File: src/rtl/sfmr_pkg.sv
package sfmr_pkg;

  // Motor count and fixed-point formats.
  localparam int MOTOR_COUNT   = 4;
  localparam int IDX_W         = $clog2(MOTOR_COUNT);
  localparam int FRACTION_BITS = 16;
  localparam int TARGET_SHIFT  = FRACTION_BITS - 8;
  localparam int SPEED_W       = 24;
  localparam int MAG_W         = SPEED_W - 1;
  localparam int TARGET_W      = 16;
  localparam int STEP_W        = 24;
  localparam int ACCEL_W       = 16;
  localparam int RATE_W        = 15;
  localparam int PWM_W         = 16;
  localparam int DBAND_W       = 15;
  localparam int DIR_W         = 2;
  localparam int STATUS_W      = 2;

  // Target range check, in 1/256 percent.
  localparam logic signed [TARGET_W-1:0] TARGET_LIMIT = 16'sd25600;

  // 100 percent in the present speed format.
  localparam int FULL_SCALE_W = SPEED_W;
  localparam logic [FULL_SCALE_W-1:0] FULL_SCALE = FULL_SCALE_W'(100 << FRACTION_BITS);

  // Step saturation limit.
  localparam logic [STEP_W-1:0] STEP_MAX = '1;

  // Divider widths: numerator, divisor and quotient.
  localparam int DIV_N_W   = STEP_W + ACCEL_W + FRACTION_BITS;
  localparam int DIV_D_W   = STEP_W + RATE_W;
  localparam int DIV_Q_W   = 32;
  localparam int DIV_CNT_W = $clog2(DIV_Q_W + 1);

  // Tick PWM arithmetic widths.
  localparam int PDIFF_W = PWM_W + 1;
  localparam int PROD_W  = MAG_W + 1 + PDIFF_W;
  localparam int NUMW_W  = PROD_W + 1;

  // PWM scaling: the numerator drops its fraction bits, then a reciprocal
  // multiply divides by 100 exactly over the whole numerator range.
  localparam int PWM_X_W     = NUMW_W - FRACTION_BITS;
  localparam int RECIP_SHIFT = PWM_X_W + 7;
  localparam int RECIP_W     = RECIP_SHIFT - 6;
  localparam logic [RECIP_W-1:0] PWM_RECIP =
    RECIP_W'(((64'd1 << RECIP_SHIFT) + 64'd99) / 64'd100);
  localparam int RPROD_W     = PWM_X_W + RECIP_W;

  // Request types.
  localparam logic REQ_SET  = 1'b0;
  localparam logic REQ_TICK = 1'b1;

  // APB address width: four word registers.
  localparam int CFG_ADDR_W = 4;
  localparam int CFG_DATA_W = 32;

  typedef enum logic [STATUS_W-1:0] {
    STATUS_SET_OK     = 2'd0,
    STATUS_SET_REJECT = 2'd1,
    STATUS_TICK       = 2'd2
  } status_t;

  typedef enum logic [DIR_W-1:0] {
    DIR_STOP = 2'd0,
    DIR_FWD  = 2'd1,
    DIR_REV  = 2'd2
  } dir_t;

  typedef enum logic [1:0] {
    REG_TICK_RATE = 2'd0,
    REG_PWM_FLOOR = 2'd1,
    REG_PWM_CEIL  = 2'd2,
    REG_DEAD_BAND = 2'd3
  } reg_idx_t;

  typedef struct packed {
    logic [RATE_W-1:0]  tick_rate;
    logic [PWM_W-1:0]   pwm_floor;
    logic [PWM_W-1:0]   pwm_ceil;
    logic [DBAND_W-1:0] dead_band;
  } cfg_t;

  typedef enum logic [3:0] {
    S_IDLE,
    S_CHECK,
    S_ST_DELTA,
    S_ST_MUL,
    S_ST_START,
    S_ST_DIV,
    S_TK_UPD,
    S_TK_MUL,
    S_TK_NUM,
    S_TK_RECIP,
    S_TK_PWM,
    S_RESULT
  } state_t;

  typedef enum logic [3:0] {
    OP_NONE,
    OP_CAPTURE,
    OP_DELTA,
    OP_SET_MUL,
    OP_DIV_START,
    OP_STEP_WR,
    OP_TICK_UPD,
    OP_TICK_MUL,
    OP_TICK_NUM,
    OP_TICK_RECIP,
    OP_PWM_WR,
    OP_RESULT
  } op_t;

  typedef struct packed {
    op_t              op;
    logic [IDX_W-1:0] idx;
  } cmd_t;

  typedef struct packed {
    logic bad;
    logic is_tick;
    logic div_busy;
    logic out_busy;
  } dp_stat_t;

endpackage

File: src/rtl/sfmr_cfg.sv
module sfmr_cfg (
  input  logic                                clk,
  input  logic                                rst_n,
  input  logic                                psel,
  input  logic                                penable,
  input  logic                                pwrite,
  input  logic [sfmr_pkg::CFG_ADDR_W-1:0]     paddr,
  input  logic [sfmr_pkg::CFG_DATA_W-1:0]     pwdata,
  output logic [sfmr_pkg::CFG_DATA_W-1:0]     prdata,
  output logic                                pready,
  output sfmr_pkg::cfg_t                      cfg
);

  sfmr_pkg::cfg_t   cfg_r;
  sfmr_pkg::reg_idx_t sel;
  logic             wr_en;

  assign sel    = sfmr_pkg::reg_idx_t'(paddr[3:2]);
  assign wr_en  = psel && penable && pwrite;
  assign pready = 1'b1;
  assign cfg    = cfg_r;

  // Register writes on the access phase.
  always_ff @(posedge clk) begin
    if (!rst_n) begin
      cfg_r.tick_rate <= sfmr_pkg::RATE_W'(1000);
      cfg_r.pwm_floor <= '0;
      cfg_r.pwm_ceil  <= sfmr_pkg::PWM_W'(1000);
      cfg_r.dead_band <= sfmr_pkg::DBAND_W'(640);
    end else if (wr_en) begin
      case (sel)
        sfmr_pkg::REG_TICK_RATE: cfg_r.tick_rate <= pwdata[sfmr_pkg::RATE_W-1:0];
        sfmr_pkg::REG_PWM_FLOOR: cfg_r.pwm_floor <= pwdata[sfmr_pkg::PWM_W-1:0];
        sfmr_pkg::REG_PWM_CEIL:  cfg_r.pwm_ceil  <= pwdata[sfmr_pkg::PWM_W-1:0];
        sfmr_pkg::REG_DEAD_BAND: cfg_r.dead_band <= pwdata[sfmr_pkg::DBAND_W-1:0];
        default: ;
      endcase
    end
  end

  // Read data.
  always_comb begin
    case (sel)
      sfmr_pkg::REG_TICK_RATE: prdata = sfmr_pkg::CFG_DATA_W'(cfg_r.tick_rate);
      sfmr_pkg::REG_PWM_FLOOR: prdata = sfmr_pkg::CFG_DATA_W'(cfg_r.pwm_floor);
      sfmr_pkg::REG_PWM_CEIL:  prdata = sfmr_pkg::CFG_DATA_W'(cfg_r.pwm_ceil);
      sfmr_pkg::REG_DEAD_BAND: prdata = sfmr_pkg::CFG_DATA_W'(cfg_r.dead_band);
      default:                 prdata = '0;
    endcase
  end

endmodule

File: config.mk
export PLATFORM = sky130hd
export DESIGN_NAME = sfmr_cfg
export DESIGN_NICKNAME = d
export VERILOG_FILES = /design/src/rtl/sfmr_pkg.sv /design/src/rtl/sfmr_cfg.sv
export SDC_FILE = /design/constraint.sdc
export NUM_CORES = 1
export LEC_CHECK = 0
export ABC_AREA = 1
export BUFFER_PORTS_ARGS = -buffer_cell sky130_fd_sc_hd__clkbuf_2
export CAP_MARGIN = 5
export CORE_ASPECT_RATIO = 0.8
export CORE_MARGIN = 2
export CORE_UTILIZATION = 40
export CTS_BUF_LIST = sky130_fd_sc_hd__clkbuf_16
export DETAILED_ROUTE_END_ITERATION = 8
export GPL_TIMING_DRIVEN = 0
export PLACE_DENSITY = 0.73
export SYNTH_ARGS = -nofsm -noshare
export SYNTH_HDL_FRONTEND = slang
export SYNTH_SLANG_ARGS = --single-unit
File: constraint.sdc
create_clock -name clk -period 2 [get_ports clk]
set_clock_uncertainty 0.2 [all_clocks]
set_input_delay 0.4 -clock clk [delete_from_list [all_inputs] [get_ports clk]]
set_output_delay 0.4 -clock clk [all_outputs]
set_load 0.02 [all_outputs]
==> metrics.md <==
| Metric | Value |
|---|---|
| Number of vias per cell | around 5.0 |
| Sequential-to-total area share from yosys stat | a little over two fifths |
| Number of fill cells in the layout | roughly 700 |
| Initial antenna violation count | 0 |
| GRT Resource Usage Total | approximately 25% |
| Wire per inst | between 10 and 15 um |
| CTS tree | yes |
| CP startpoint | paddr[2] |
| Slew @ Worst Pin | 0.579 ns |
| Crit-path max FO | 6 |
| Ys Warns | 0 |
| Crit path top cell by count | buf_4 |
| Number of CTS-inserted buffers | 9 |
| Max reg flops | 62 |
| CP cell instances | buf_4, inv_2, nor2_4, buf_8, buf_4, nand2_1, nand4_1, buf_4 |
| Setup TNS | 0 ns |
| P per Cell Area | 789 nW/um2 |
| Crit path DAT | between 1 and 1.5 ns |
| R2R Path Start | cfg[51]$_SDFFE_PN0P_ |
| Final number of setup-violating endpoints | 0 |
| Total gr overflow | 0 |
| Register-to-register setup slack | 1.15 ns |
| Placed Instances | 660 |
| Fin. max-slew vios | 0 |
| Total Die Area | 8150 um2 |
| First-pass GRT wire length | approximately 15 mm |
| Initial core utilization | ~41% |
| Worst r2r dst | cfg[51]$_SDFFE_PN0P_ |
| Post-DP HPWL | 6.89 mm |
| Synth Instances | between 400 and 500 |
| Die H | 81.1 um |
| Pre-antenna DRT Iters | 5 |
| Placer Congestion | approximately 0.88 |
| CP max stage delay | about 0.18 ns |
| Crit start category | input port |
| Hold Startpoint | pwdata[5] |
| Vias | around 3.4k |
| Fin cells | about 680 |
| Nets@finish | 630 |
| Relative slew slack | approximately three fifths |
| Fmax | 511 MHz |
| Leak pwr | approximately 2.1 nW |
| WL final | a little over 10 mm |
| Setup ws final | about 0.042 ns |
| CP Capture Type | primary output |
| H-tree depth | 3 |
| Clk Tree Root Cell | clkbuf_16 |
| Crit path time final | slightly below 2 ns |
| Post-CTS Hold Buffers | 0 |
| Num Clock Sinks | 62 |
| Smallest hold slack | between 0.1 and 0.15 ns |
| Reg clk slew, reported paths | roughly 0.050 ns |
| Drt initial violations | approximately 340 |
| Clock latency on the worst-skew pair | ~0.33 ns |
| Peak supply drop | between 0.0004 and 0.0005 V |
| Status | complete, no violations |
| Dpl cell area | approximately 3600 um2 |
| FP Rows | 28 |
| CP delay by family, top | buffers and inverters |
| Max_cap viols | 0 |
| Largest net degree at the start of global routing | 20 |
| Antenna viol nets, final | 0 |
| Post-Syn Area | ~3000 um2 |
| Critical Path End | prdata[11] |
| Required time of the critical path | ~1.4 ns |
| Drt drc | 0 |
| IO Port Bufs | 99 |
| Crit path depth | 8 |
| Synth Register Bits | between 60 and 70 |
| Clk buf depth | 2 |
| CP bufs+invs | 5 |
| Min-delay worst type | input port to register |
| Cells on worst reg2reg path | 2 |
| Hold Fails Final Rpt | 0 |
| Vias in the first global route | between 3k and 4k |
| Most frequent cells in the layout | nand2_1, nor2_1, clkbuf_2 |
| Ratio of final minimum period to clock period | between 90% and 100% |
| # IOs | around 140 |
| Synthesis-to-finish area growth | 37.6% |
| RSZ-0062 raised after global routing | true |
| CP max stage cell | nor2_4 |
| Final instance area | between 4000 and 5000 um2 |
| ANT cells | 0 |
| Kind of critical path | input port to primary output |
| Syn avg cell area | about 6.5 um2 |
| Core area | 7290 um2 |
| Commonest non-fill, non-tap cell in the layout | nand2_1 |
| Synth unique cells | 14 |
| Layout cells sized above 1 | between 20% and 30% |
| Die Width | ~100 um |
| Post-place setup slack | -0.257 ns |
[kinds of logic after synthesis]
kind of cell	synth area share, %
and+or+nand+nor	46.7
buffers and inverters	11.4
DFF	41.7
other	0.252
[area by class of cell]
cell class	instances	area (um2)	area share [%]
Timing Repair Buffer	108	597	14.6
Buffer	42	319	7.80
Sequential cell	62	1240	30.3
Tap cell	90	113	2.75
Inverter	20	75.1	1.83
Multi-Input combinational cell	346	1470	35.8
Clock inverter	7	57.6	1.41
Clock buffer	9	225	5.50
[repair_timing]
| item | 4_1_cts | 5_1_grt |
|---|---|---|
| resized for setup | 17 | 21 |
| endpoints found under the setup margin | 16 | 16 |
| pin swaps | 1 | 2 |
| gates cloned | 0 | 1 |
| setup buffers | 2 | 6 |
[synth_stat cells (all sizes together)]
library cell  number  share of area, %
dfxtp             62                42
nand4             15               3.2
buf               38               8.2
clkbuf             5              0.63
nand3             63                11
inv               20               2.5
conb               2              0.25
nor2             104                14
nand2            147                19
[power breakdown]
group | leakage, nW | switching, mW | internal [mW]
Clock | 0.151 | 0.545 | 0.945
Combinational | 1.43 | 0.294 | 0.160
Sequential | 0.502 | 0.0230 | 1.26
[worst min-delay path: stages]
cell and delay (ns):
clkbuf_2 0.11, nand2_1 0.05, nand3_1 0.07
[worst min path at each step]
stage                           endpoint  slack (ns)  depth (start not counted)
finish              cfg[20]$_SDFFE_PN1P_        0.13                          3
global placement    cfg[20]$_SDFFE_PN1P_        0.27                          2
CTS                 cfg[20]$_SDFFE_PN1P_        0.13                          3
floorplan            cfg[7]$_SDFFE_PN1P_        0.33                          2
detailed placement  cfg[20]$_SDFFE_PN1P_        0.27                          2
global route        cfg[20]$_SDFFE_PN1P_        0.14                          3
[through the flow]
step / util [%] / total power, mW
2_1_floorplan: - / 1.58
3_3_place_gp: 49.9 / 1.71
3_5_place_dp: 49.9 / 1.72
4_1_cts: 54.7 / 3.19
5_1_grt: 56.2 / 3.32
6_report: 56.2 / 3.23
[routing by layer]
layer  wire [um]  up-vias  track usage, %
li1            -     1661               -
met1        4350     1548            32.3
met2        4580      198            40.3
met3         955       33            6.45
met4         316        0            8.90
met5           0        -               0
Note: power is estimated with default switching activity, not from simulation.
