===== src/rtl/sfmr_pkg.sv =====
package sfmr_pkg;

  // Motor count and fixed-point formats.
  localparam int MOTOR_COUNT   = 4;
  localparam int IDX_W         = $clog2(MOTOR_COUNT);
  localparam int FRACTION_BITS = 16;
  localparam int TARGET_SHIFT  = FRACTION_BITS - 8;
  localparam int SPEED_W       = 24;
  localparam int MAG_W         = SPEED_W - 1;
  localparam int TARGET_W      = 16;
  localparam int STEP_W        = 24;
  localparam int ACCEL_W       = 16;
  localparam int RATE_W        = 15;
  localparam int PWM_W         = 16;
  localparam int DBAND_W       = 15;
  localparam int DIR_W         = 2;
  localparam int STATUS_W      = 2;

  // Target range check, in 1/256 percent.
  localparam logic signed [TARGET_W-1:0] TARGET_LIMIT = 16'sd25600;

  // 100 percent in the present speed format.
  localparam int FULL_SCALE_W = SPEED_W;
  localparam logic [FULL_SCALE_W-1:0] FULL_SCALE = FULL_SCALE_W'(100 << FRACTION_BITS);

  // Step saturation limit.
  localparam logic [STEP_W-1:0] STEP_MAX = '1;

  // Divider widths: numerator, divisor and quotient.
  localparam int DIV_N_W   = STEP_W + ACCEL_W + FRACTION_BITS;
  localparam int DIV_D_W   = STEP_W + RATE_W;
  localparam int DIV_Q_W   = 32;
  localparam int DIV_CNT_W = $clog2(DIV_Q_W + 1);

  // Tick PWM arithmetic widths.
  localparam int PDIFF_W = PWM_W + 1;
  localparam int PROD_W  = MAG_W + 1 + PDIFF_W;
  localparam int NUMW_W  = PROD_W + 1;

  // PWM scaling: the numerator drops its fraction bits, then a reciprocal
  // multiply divides by 100 exactly over the whole numerator range.
  localparam int PWM_X_W     = NUMW_W - FRACTION_BITS;
  localparam int RECIP_SHIFT = PWM_X_W + 7;
  localparam int RECIP_W     = RECIP_SHIFT - 6;
  localparam logic [RECIP_W-1:0] PWM_RECIP =
    RECIP_W'(((64'd1 << RECIP_SHIFT) + 64'd99) / 64'd100);
  localparam int RPROD_W     = PWM_X_W + RECIP_W;

  // Request types.
  localparam logic REQ_SET  = 1'b0;
  localparam logic REQ_TICK = 1'b1;

  // APB address width: four word registers.
  localparam int CFG_ADDR_W = 4;
  localparam int CFG_DATA_W = 32;

  typedef enum logic [STATUS_W-1:0] {
    STATUS_SET_OK     = 2'd0,
    STATUS_SET_REJECT = 2'd1,
    STATUS_TICK       = 2'd2
  } status_t;

  typedef enum logic [DIR_W-1:0] {
    DIR_STOP = 2'd0,
    DIR_FWD  = 2'd1,
    DIR_REV  = 2'd2
  } dir_t;

  typedef enum logic [1:0] {
    REG_TICK_RATE = 2'd0,
    REG_PWM_FLOOR = 2'd1,
    REG_PWM_CEIL  = 2'd2,
    REG_DEAD_BAND = 2'd3
  } reg_idx_t;

  typedef struct packed {
    logic [RATE_W-1:0]  tick_rate;
    logic [PWM_W-1:0]   pwm_floor;
    logic [PWM_W-1:0]   pwm_ceil;
    logic [DBAND_W-1:0] dead_band;
  } cfg_t;

  typedef enum logic [3:0] {
    S_IDLE,
    S_CHECK,
    S_ST_DELTA,
    S_ST_MUL,
    S_ST_START,
    S_ST_DIV,
    S_TK_UPD,
    S_TK_MUL,
    S_TK_NUM,
    S_TK_RECIP,
    S_TK_PWM,
    S_RESULT
  } state_t;

  typedef enum logic [3:0] {
    OP_NONE,
    OP_CAPTURE,
    OP_DELTA,
    OP_SET_MUL,
    OP_DIV_START,
    OP_STEP_WR,
    OP_TICK_UPD,
    OP_TICK_MUL,
    OP_TICK_NUM,
    OP_TICK_RECIP,
    OP_PWM_WR,
    OP_RESULT
  } op_t;

  typedef struct packed {
    op_t              op;
    logic [IDX_W-1:0] idx;
  } cmd_t;

  typedef struct packed {
    logic bad;
    logic is_tick;
    logic div_busy;
    logic out_busy;
  } dp_stat_t;

endpackage


===== src/rtl/sfmr_ctrl.sv =====
module sfmr_ctrl (
  input  logic                 clk,
  input  logic                 rst_n,
  input  logic                 in_valid,
  output logic                 in_ready,
  input  sfmr_pkg::dp_stat_t   stat,
  output sfmr_pkg::cmd_t       cmd
);

  sfmr_pkg::state_t              state_r, state_nxt;
  logic [sfmr_pkg::IDX_W-1:0]    idx_r, idx_nxt;
  logic                          last;

  assign last = (idx_r == sfmr_pkg::IDX_W'(sfmr_pkg::MOTOR_COUNT - 1));

  always_ff @(posedge clk) begin
    if (!rst_n) begin
      state_r <= sfmr_pkg::S_IDLE;
      idx_r   <= '0;
    end else begin
      state_r <= state_nxt;
      idx_r   <= idx_nxt;
    end
  end

  // Next state and motor index.
  always_comb begin
    state_nxt = state_r;
    idx_nxt   = idx_r;
    case (state_r)
      sfmr_pkg::S_IDLE: begin
        if (in_valid) state_nxt = sfmr_pkg::S_CHECK;
      end
      sfmr_pkg::S_CHECK: begin
        idx_nxt = '0;
        if (stat.is_tick) begin
          state_nxt = sfmr_pkg::S_TK_UPD;
        end else if (stat.bad) begin
          state_nxt = sfmr_pkg::S_RESULT;
        end else begin
          state_nxt = sfmr_pkg::S_ST_DELTA;
        end
      end
      sfmr_pkg::S_ST_DELTA: begin
        if (last) begin
          idx_nxt   = '0;
          state_nxt = sfmr_pkg::S_ST_MUL;
        end else begin
          idx_nxt = idx_r + 1'b1;
        end
      end
      sfmr_pkg::S_ST_MUL:   state_nxt = sfmr_pkg::S_ST_START;
      sfmr_pkg::S_ST_START: state_nxt = sfmr_pkg::S_ST_DIV;
      sfmr_pkg::S_ST_DIV: begin
        if (!stat.div_busy) begin
          if (last) begin
            state_nxt = sfmr_pkg::S_RESULT;
          end else begin
            idx_nxt   = idx_r + 1'b1;
            state_nxt = sfmr_pkg::S_ST_MUL;
          end
        end
      end
      sfmr_pkg::S_TK_UPD:   state_nxt = sfmr_pkg::S_TK_MUL;
      sfmr_pkg::S_TK_MUL:   state_nxt = sfmr_pkg::S_TK_NUM;
      sfmr_pkg::S_TK_NUM:   state_nxt = sfmr_pkg::S_TK_RECIP;
      sfmr_pkg::S_TK_RECIP: state_nxt = sfmr_pkg::S_TK_PWM;
      sfmr_pkg::S_TK_PWM: begin
        if (last) begin
          state_nxt = sfmr_pkg::S_RESULT;
        end else begin
          idx_nxt   = idx_r + 1'b1;
          state_nxt = sfmr_pkg::S_TK_UPD;
        end
      end
      sfmr_pkg::S_RESULT: begin
        if (!stat.out_busy) state_nxt = sfmr_pkg::S_IDLE;
      end
      default: state_nxt = sfmr_pkg::S_IDLE;
    endcase
  end

  // Datapath commands.
  always_comb begin
    in_ready = 1'b0;
    cmd.op   = sfmr_pkg::OP_NONE;
    cmd.idx  = idx_r;
    case (state_r)
      sfmr_pkg::S_IDLE: begin
        in_ready = 1'b1;
        if (in_valid) cmd.op = sfmr_pkg::OP_CAPTURE;
      end
      sfmr_pkg::S_ST_DELTA: cmd.op = sfmr_pkg::OP_DELTA;
      sfmr_pkg::S_ST_MUL:   cmd.op = sfmr_pkg::OP_SET_MUL;
      sfmr_pkg::S_ST_START: cmd.op = sfmr_pkg::OP_DIV_START;
      sfmr_pkg::S_ST_DIV: begin
        if (!stat.div_busy) cmd.op = sfmr_pkg::OP_STEP_WR;
      end
      sfmr_pkg::S_TK_UPD:   cmd.op = sfmr_pkg::OP_TICK_UPD;
      sfmr_pkg::S_TK_MUL:   cmd.op = sfmr_pkg::OP_TICK_MUL;
      sfmr_pkg::S_TK_NUM:   cmd.op = sfmr_pkg::OP_TICK_NUM;
      sfmr_pkg::S_TK_RECIP: cmd.op = sfmr_pkg::OP_TICK_RECIP;
      sfmr_pkg::S_TK_PWM:   cmd.op = sfmr_pkg::OP_PWM_WR;
      sfmr_pkg::S_RESULT: begin
        if (!stat.out_busy) cmd.op = sfmr_pkg::OP_RESULT;
      end
      default: ;
    endcase
  end

endmodule


===== config.mk =====
export PLATFORM = sky130hd
export DESIGN_NAME = sfmr_ctrl
export DESIGN_NICKNAME = d
export VERILOG_FILES = /design/src/rtl/sfmr_pkg.sv /design/src/rtl/sfmr_ctrl.sv
export SDC_FILE = /design/constraint.sdc
export NUM_CORES = 1
export LEC_CHECK = 0
export BUFFER_PORTS_ARGS = -buffer_cell sky130_fd_sc_hd__buf_2
export CAP_MARGIN = 20
export CORE_MARGIN = 4
export CORE_UTILIZATION = 30
export DETAILED_ROUTE_END_ITERATION = 16
export PLACE_DENSITY = 0.48
export SYNTH_ARGS = -nofsm -noshare
export SYNTH_HDL_FRONTEND = slang
export SYNTH_SLANG_ARGS = --single-unit
export TNS_END_PERCENT = 50

===== constraint.sdc =====
create_clock -name clk -period 1.4 [get_ports clk]
set_clock_uncertainty 0.15 [all_clocks]
set_input_delay 0.42 -clock clk [delete_from_list [all_inputs] [get_ports clk]]
set_output_delay 0.42 -clock clk [all_outputs]
set_load 0.1 [all_outputs]

==> results.ini, run 1 <==
[power_and_ir_drop]
power_mw = 1.97
swShare_pct = 47.6
p_seq_share_pct = 14.1
p_sw_mw = 0.940
p_leak_nw = 0.560
clkPwrFrac_pct = 9.2
ir_worst_vdd_v = 0.00111
comb_power_share_pct = 76.6
power-per-cell-area_nw_per_um2 = 1490
internal_power_mw = 1.03

[placed_design]
gp_congestion = 0.863
dp_hpwl_um = 1580
portBuffers = 13
preCtsSetupSlack_ns = -0.272
dp.cells = 141

[die]
core_sq_um = 1980
chipWidth_um = 54.1
initial_core_util_pct = 32.2
dieHeight_um = 54.1
die_area_sq_um = 2930
ios = 14
row_count = 16

[run_status]
violations = negative setup slack
status = finished, violations left

[yosys]
syn_inst = 79
ys_types = 39
yosys.area_share.adder_pct = 1.96
syn_area_sq_um = 638
syn_avg_cell_area_sq_um = 8.08
syn_nets = 87
synth_top_family_by_area = compound AO/OA/AOI/OAI gates
synth_compound_area_share_pct = 36.5
yosysSeqAreaShare_pct = 18.8
synthSimpleGateAreaFrac_pct = 29.0
synth_warnings = 0
yosys_register_bits = 6
synth_xor_area_share_pct = 0
synthMuxAreaShare_pct = 1.57

[finish]
nets = 134
fin_cells = 151
layout_commonest_cell = buf_4
drive_gt1_share_pct = 71.0
final_cell_mix = 23 x buf_4, 9 x buf_12, 9 x buf_6
fin_util_pct = 66.9
n_antenna_cell = 0
area_delta_synth_final_pct = 108

[sta]
finalSetupTns_ns = -2.54
slew_headroom_pct = 81.4
hold_viol_final = 0
finalSetupViolCount = 12
setup_slack_ns = -0.460
tightest_slew_ns = 0.274
slew_violations = 0
rsz0062_at_grt = yes
timing.final.crit_share_pct = 133
min_period_ns = 1.86
fmax_ghz = 0.538

[cts]
insertion_delay_ns = 0.26
clkTransAtPathRegs_ns = 0.06
cts_root_buffer = clkbuf_4
cts_sinks = 6
cts-buffers-inserted = 3
cts_tree = yes
clockBufferDepth = 2
h-tree-depth = 1

[global_routing]
overflow = 0
gr-usage-all-layers_pct = 18.6
busiest_layer = met2
first_global_vias = 801
grt_util_met3_pct = 4.71
grt_max_degree = 10
grt_use_met1_pct = 22.0
antenna_found_initial = 0
grt_pass1_wl_um = 3790
use_met2_pct = 32.1

[drt]
first_iter_violations = 19
wire_per_inst_um = 16.0
vias_per_cell = 5.32
vias = 803
antenna_left = 0
drt_pass1_iterations = 4
drcViolationCount = 0
wirelength_um = 2410

[critical_path]
critPathCaptureType = output pin
critPathLaunchType = flip-flop
crit_fanout = 7
worstPathArrival_ns = 1.29
cp.required_ns = 0.83
r2r_slack_ns = -0.10
path_class = reg -> out

[run]
drv_cap = 0

[worst_hold_path]
hp-class = in -> reg

## routing by layer
layer / up-vias / wire (um)
li1: 397 / -
met1: 371 / 976
met2: 31 / 1270
met3: 4 / 141
met4: 0 / 26
met5: - / 0
## per-stage QoR
| stage | cell area (sq um) | hold WS (ns) |
|---|---|---|
| final | 1330 | 0.270 |
| after global placement | 1090 | 0.437 |
| after floorplan | 746 | 0.398 |
| after CTS | 1230 | 0.272 |
| after detailed placement | 1090 | 0.443 |
| after global routing | 1330 | 0.277 |
## cells by family after synthesis
logic type,count (synthesis)
multiplexers,1
adder cells (fa/ha/maj),1
buffers and inverters,11
AO/OA/AOI/OAI,32
AND/OR/NAND/NOR,28
flip-flops,6
## power by group through the flow
stage | clock, mW | sequential [mW] | combinational (mW)
CTS | 0.182 | 0.266 | 1.37
global route | 0.190 | 0.282 | 1.59
global placement | 0 | 0.264 | 1.27
finish | 0.182 | 0.279 | 1.51
detailed placement | 0 | 0.261 | 1.27
floorplan | 0 | 0.260 | 0.825
## synth_stat cells
cell / instances / share of area [%]
a21oi_1: 6 / 4.7
dfxtp_1: 6 / 19
nand2_1: 6 / 3.5
o21ai_0: 6 / 4.7
buf_6: 4 / 7.1
inv_1: 4 / 2.4
nor2_1: 4 / 2.4
nand2b_1: 3 / 2.9
nor2b_1: 3 / 2.9
a211oi_1: 2 / 2.4
a21boi_1: 2 / 2.4
a21o_1: 2 / 2.4
a31oi_1: 2 / 2.0
and4_1: 2 / 2.7
buf_2: 2 / 1.6
nor3_1: 2 / 1.6
a21bo_2: 1 / 1.6
a221oi_2: 1 / 2.4
a22oi_2: 1 / 2.0
a311oi_1: 1 / 1.4
and4b_1: 1 / 1.6
buf_4: 1 / 1.2
ha_1: 1 / 2.0
mux2i_1: 1 / 1.6
nand3_1: 1 / 0.78
nand4_1: 1 / 0.98
nand4b_4: 1 / 3.7
nand4bb_1: 1 / 1.8
nor3b_1: 1 / 1.2
nor3b_2: 1 / 2.0
nor4_1: 1 / 0.98
o2111ai_1: 1 / 1.4
o211ai_1: 1 / 1.2
o21a_1: 1 / 1.2
o221ai_1: 1 / 1.4
o22ai_1: 1 / 0.98
o2bb2ai_1: 1 / 1.4
o311ai_1: 1 / 1.4
o31ai_2: 1 / 2.0
## critical path, cell delays in order (launching register included)
cell     delay (ns)
dfxtp_4        0.37
buf_8          0.13
nor4_4         0.31
buf_12         0.21
## layout make-up
cell class	instances	area, sq um
clock buffer	3	22.5
timing repair buffer	49	514
fill	152	657
sequential	6	143
inverter	4	15.0
tap	27	33.8
multi-input combinational	62	597
## what timing repair did
item	CTS	global route
resized for setup	23	15
setup buffers	3	4
endpoints found under the setup margin	13	13
hold buffers	0	0
pin swaps	12	9
## path summary, 6_finish.rpt
| check | to | depth (start not counted) | start |
|---|---|---|---|
| worst max-delay path | in_ready | 3 | state_r[1]$_SDFFE_PN0P_ |
| worst min-delay path | state_r[0]$_SDFFE_PN0P_ | 3 | rst_n |
| worst max register to register | state_r[3]$_SDFFE_PN0P_ | 5 | state_r[0]$_SDFFE_PN0P_ |
| worst min register to register | idx_r[0]$_SDFFE_PN0P_ | 2 | idx_r[0]$_SDFFE_PN0P_ |
## registers in the layout, indices dropped and copies added, names as in the netlist
register / flops
state_r: 4
idx_r: 2
Power figures use the tool's default switching activity.
==> run 2, diff against run 1 <==
--- a/config.mk
+++ b/config.mk
@@ -10,7 +10,8 @@
 export CORE_MARGIN = 4
 export CORE_UTILIZATION = 30
 export DETAILED_ROUTE_END_ITERATION = 16
-export PLACE_DENSITY = 0.48
+export HOLD_SLACK_MARGIN = 0.15
+export PLACE_DENSITY = 0.49
 export SYNTH_ARGS = -nofsm -noshare
 export SYNTH_HDL_FRONTEND = slang
 export SYNTH_SLANG_ARGS = --single-unit
==> run 2 against run 1 <==
The flow still finishes with violations (negative setup slack). Sequential cell count unchanged. Core utilization down 5.9 points. Highest routed layer is now met3. Worst hold slack better by 0.036 ns. Fmax up 1.3%. Critical path type unchanged. Wire length down 12%. Setup slack better by 0.024 ns.
==> results.ini, run 2 (synthesized netlist as in run 1, its figures left out) <==
[critical_path]
critPathSlowestCell = dfxtp_4  ; unchanged
critPathCaptureType = output pin  ; unchanged
cp_common_cell = nand2_1
path_class = reg -> out  ; unchanged
cp.required_ns = 0.83  ; about the same
crit_fanout = 7  ; unchanged
worstPathCellList = buf_4 > nor2_1 > nand2_1 > nand2_1 > buf_12  ; was buf_8 > nor4_4 > buf_12
critical-path-max-stage-delay_ns = 0.37  ; about the same
worstPathArrival_ns = 1.27  ; was 1.29 ns
critPathLaunchType = flip-flop  ; unchanged

[global_routing]
gr-usage-all-layers_pct = 16.8  ; was 18.6%
grt_pass1_wl_um = 3530  ; was 3790 um
overflow = 0  ; unchanged
first_global_vias = 765  ; was 801
antenna_found_initial = 0  ; unchanged
grt_max_degree = 11  ; was 10

[sta]
hold_viol_final = 0  ; unchanged
tightest_slew_ns = 0.263  ; was 0.274 ns
slew_violations = 0  ; unchanged
fmax_ghz = 0.545  ; was 0.538 GHz
slew_headroom_pct = 82.3  ; was 81.4%
min_period_ns = 1.84  ; was 1.86 ns
rsz0062_at_grt = yes  ; unchanged
setup_slack_ns = -0.436  ; was -0.460 ns
fin_hold_ws_ns = 0.307  ; was 0.270 ns
timing.final.crit_share_pct = 131  ; was 133%
finalSetupViolCount = 12  ; unchanged

[cts]
cts-buffers-inserted = 3  ; unchanged
cts_tree = yes  ; unchanged
h-tree-depth = 1  ; unchanged
cts_hold_buf = 0  ; unchanged
cts_setup_buffers = 0  ; was 3
cts_sinks = 6  ; unchanged
cts_root_buffer = clkbuf_4  ; unchanged
clockBufferDepth = 2  ; unchanged
insertion_delay_ns = 0.25  ; was 0.26 ns
clkTransAtPathRegs_ns = 0.06  ; about the same

[drt]
wire_per_inst_um = 14.7  ; was 16.0 um
drcViolationCount = 0  ; unchanged
first_iter_violations = 7  ; was 19
vias = 746  ; was 803
antenna_left = 0  ; unchanged
drt_pass1_iterations = 4  ; unchanged
vias_per_cell = 5.18  ; was 5.32
wirelength_um = 2120  ; was 2410 um

[die]
chipWidth_um = 54.1  ; unchanged
initial_core_util_pct = 32.2  ; unchanged
ios = 14  ; unchanged
core_sq_um = 1980  ; unchanged
dieHeight_um = 54.1  ; unchanged
row_count = 16  ; unchanged
die_area_sq_um = 2930  ; unchanged

[placed_design]
dp_hpwl_um = 1650  ; was 1580 um
gp_congestion = 0.832  ; was 0.863
place_area_sq_um = 1090  ; about the same
portBuffers = 13  ; unchanged

[power_and_ir_drop]
swShare_pct = 49.1  ; was 47.6%
ir_worst_vdd_v = 0.00128  ; was 0.00111 V
clkPwrFrac_pct = 10.0  ; was 9.2%
comb_power_share_pct = 74.6  ; was 76.6%
p_sw_mw = 0.875  ; was 0.940 mW
power-per-cell-area_nw_per_um2 = 1480  ; was 1490 nW/um^2
p_leak_nw = 0.508  ; was 0.560 nW
internal_power_mw = 0.909  ; was 1.03 mW
p_seq_share_pct = 15.4  ; was 14.1%

[finish]
final_cell_mix = 22 x buf_4, 8 x buf_12, 6 x dfxtp_4, 6 x buf_2, 5 x buf_6  ; was 23 x buf_4, 9 x buf_12, 9 x buf_6
largest_register = state_r  ; unchanged
area_delta_synth_final_pct = 89.2  ; was 108%
layout_commonest_cell = buf_4  ; unchanged
nets = 126  ; was 134
stdcell_area_sq_um = 1210  ; was 1330 sq um
top_regs = state_r (4), idx_r (2)  ; unchanged
largest_reg_flops = 4  ; unchanged
drive_gt1_share_pct = 65.8  ; was 71.0%
n_antenna_cell = 0  ; unchanged

[run]
drv_cap = 0  ; unchanged

[worst_hold_path]
hp-class = in -> reg  ; unchanged

[run_status]
violations = negative setup slack  ; unchanged
status = finished, violations left  ; unchanged

-- run 2: cell types whose count changed in the layout (fill, tap and decap cells not counted), sizes merged --
cell    previous run  this run
buf               49        41
clkbuf             3         4
-- run 2: path summary, 6_finish.rpt --
kind / startpoint / endpoint / slack [ns] / depth (start not counted)
worst min register to register: idx_r[0]$_SDFFE_PN0P_ / idx_r[0]$_SDFFE_PN0P_ / 0.43 / 2
worst min-delay path: rst_n / state_r[0]$_SDFFE_PN0P_ / 0.31 / 3
worst max-delay path: state_r[1]$_SDFFE_PN0P_ / cmd[2] / -0.44 / 5
worst max register to register: state_r[3]$_SDFFE_PN0P_ / state_r[3]$_SDFFE_PN0P_ / -0.12 / 6
-- run 2: per-layer routing --
layer | global-route usage [%] | vias up | routed length (um)
met5 | 0 | - | 0
met4 | 3.32 | 0 | 0
li1 | - | 379 | -
met1 | 23.3 | 355 | 1050
met3 | 3.60 | 0 | 64
met2 | 26.5 | 12 | 1000
-- run 2: worst max-delay path: cells and delay by family (launching register included) --
| family | cells | cell delay, ns |
|---|---|---|
| flip-flops | 1 | 0.37 |
| buffers and inverters | 2 | 0.32 |
| AND/OR/NAND/NOR | 3 | 0.32 |
-- run 2: layout make-up --
| class | instances | area, sq um |
|---|---|---|
| inverters | 4 | 15.0 |
| clock buffers | 4 | 26.3 |
| fillers | 169 | 774 |
| flip-flops and latches | 6 | 143 |
| well taps | 27 | 33.8 |
| multi-input cells | 62 | 578 |
| repair buffers | 41 | 412 |
-- run 2: power groups by stage --
stage / logic (mW) / clock network [mW] / registers (mW)
2_1_floorplan: 0.825 / 0 / 0.260
3_3_place_gp: 1.25 / 0 / 0.259
3_5_place_dp: 1.26 / 0 / 0.258
4_1_cts: 1.33 / 0.185 / 0.270
5_1_grt: 1.40 / 0.194 / 0.280
6_report: 1.33 / 0.179 / 0.274
-- run 2: timing repair --
action,CTS,global route
pin swaps,7,5
resized for setup,24,2
endpoints found under the setup margin,13,13
-- run 2: stage by stage --
stage / std cells / setup TNS [ns] / total power [mW] / setup slack [ns] / utilization [%]
final: 144 / -2.46 / 1.78 / -0.436 / 60.9
after global routing: 144 / -3.17 / 1.87 / -0.479 / 60.9
after CTS: 144 / -2.52 / 1.79 / -0.442 / 60.7
after detailed placement: 140 / -1.77 / 1.51 / -0.268 / 54.8
after global placement: 140 / -1.83 / 1.51 / -0.282 / 54.8
after floorplan: 79 / -3.46 / 1.09 / -0.818 / -
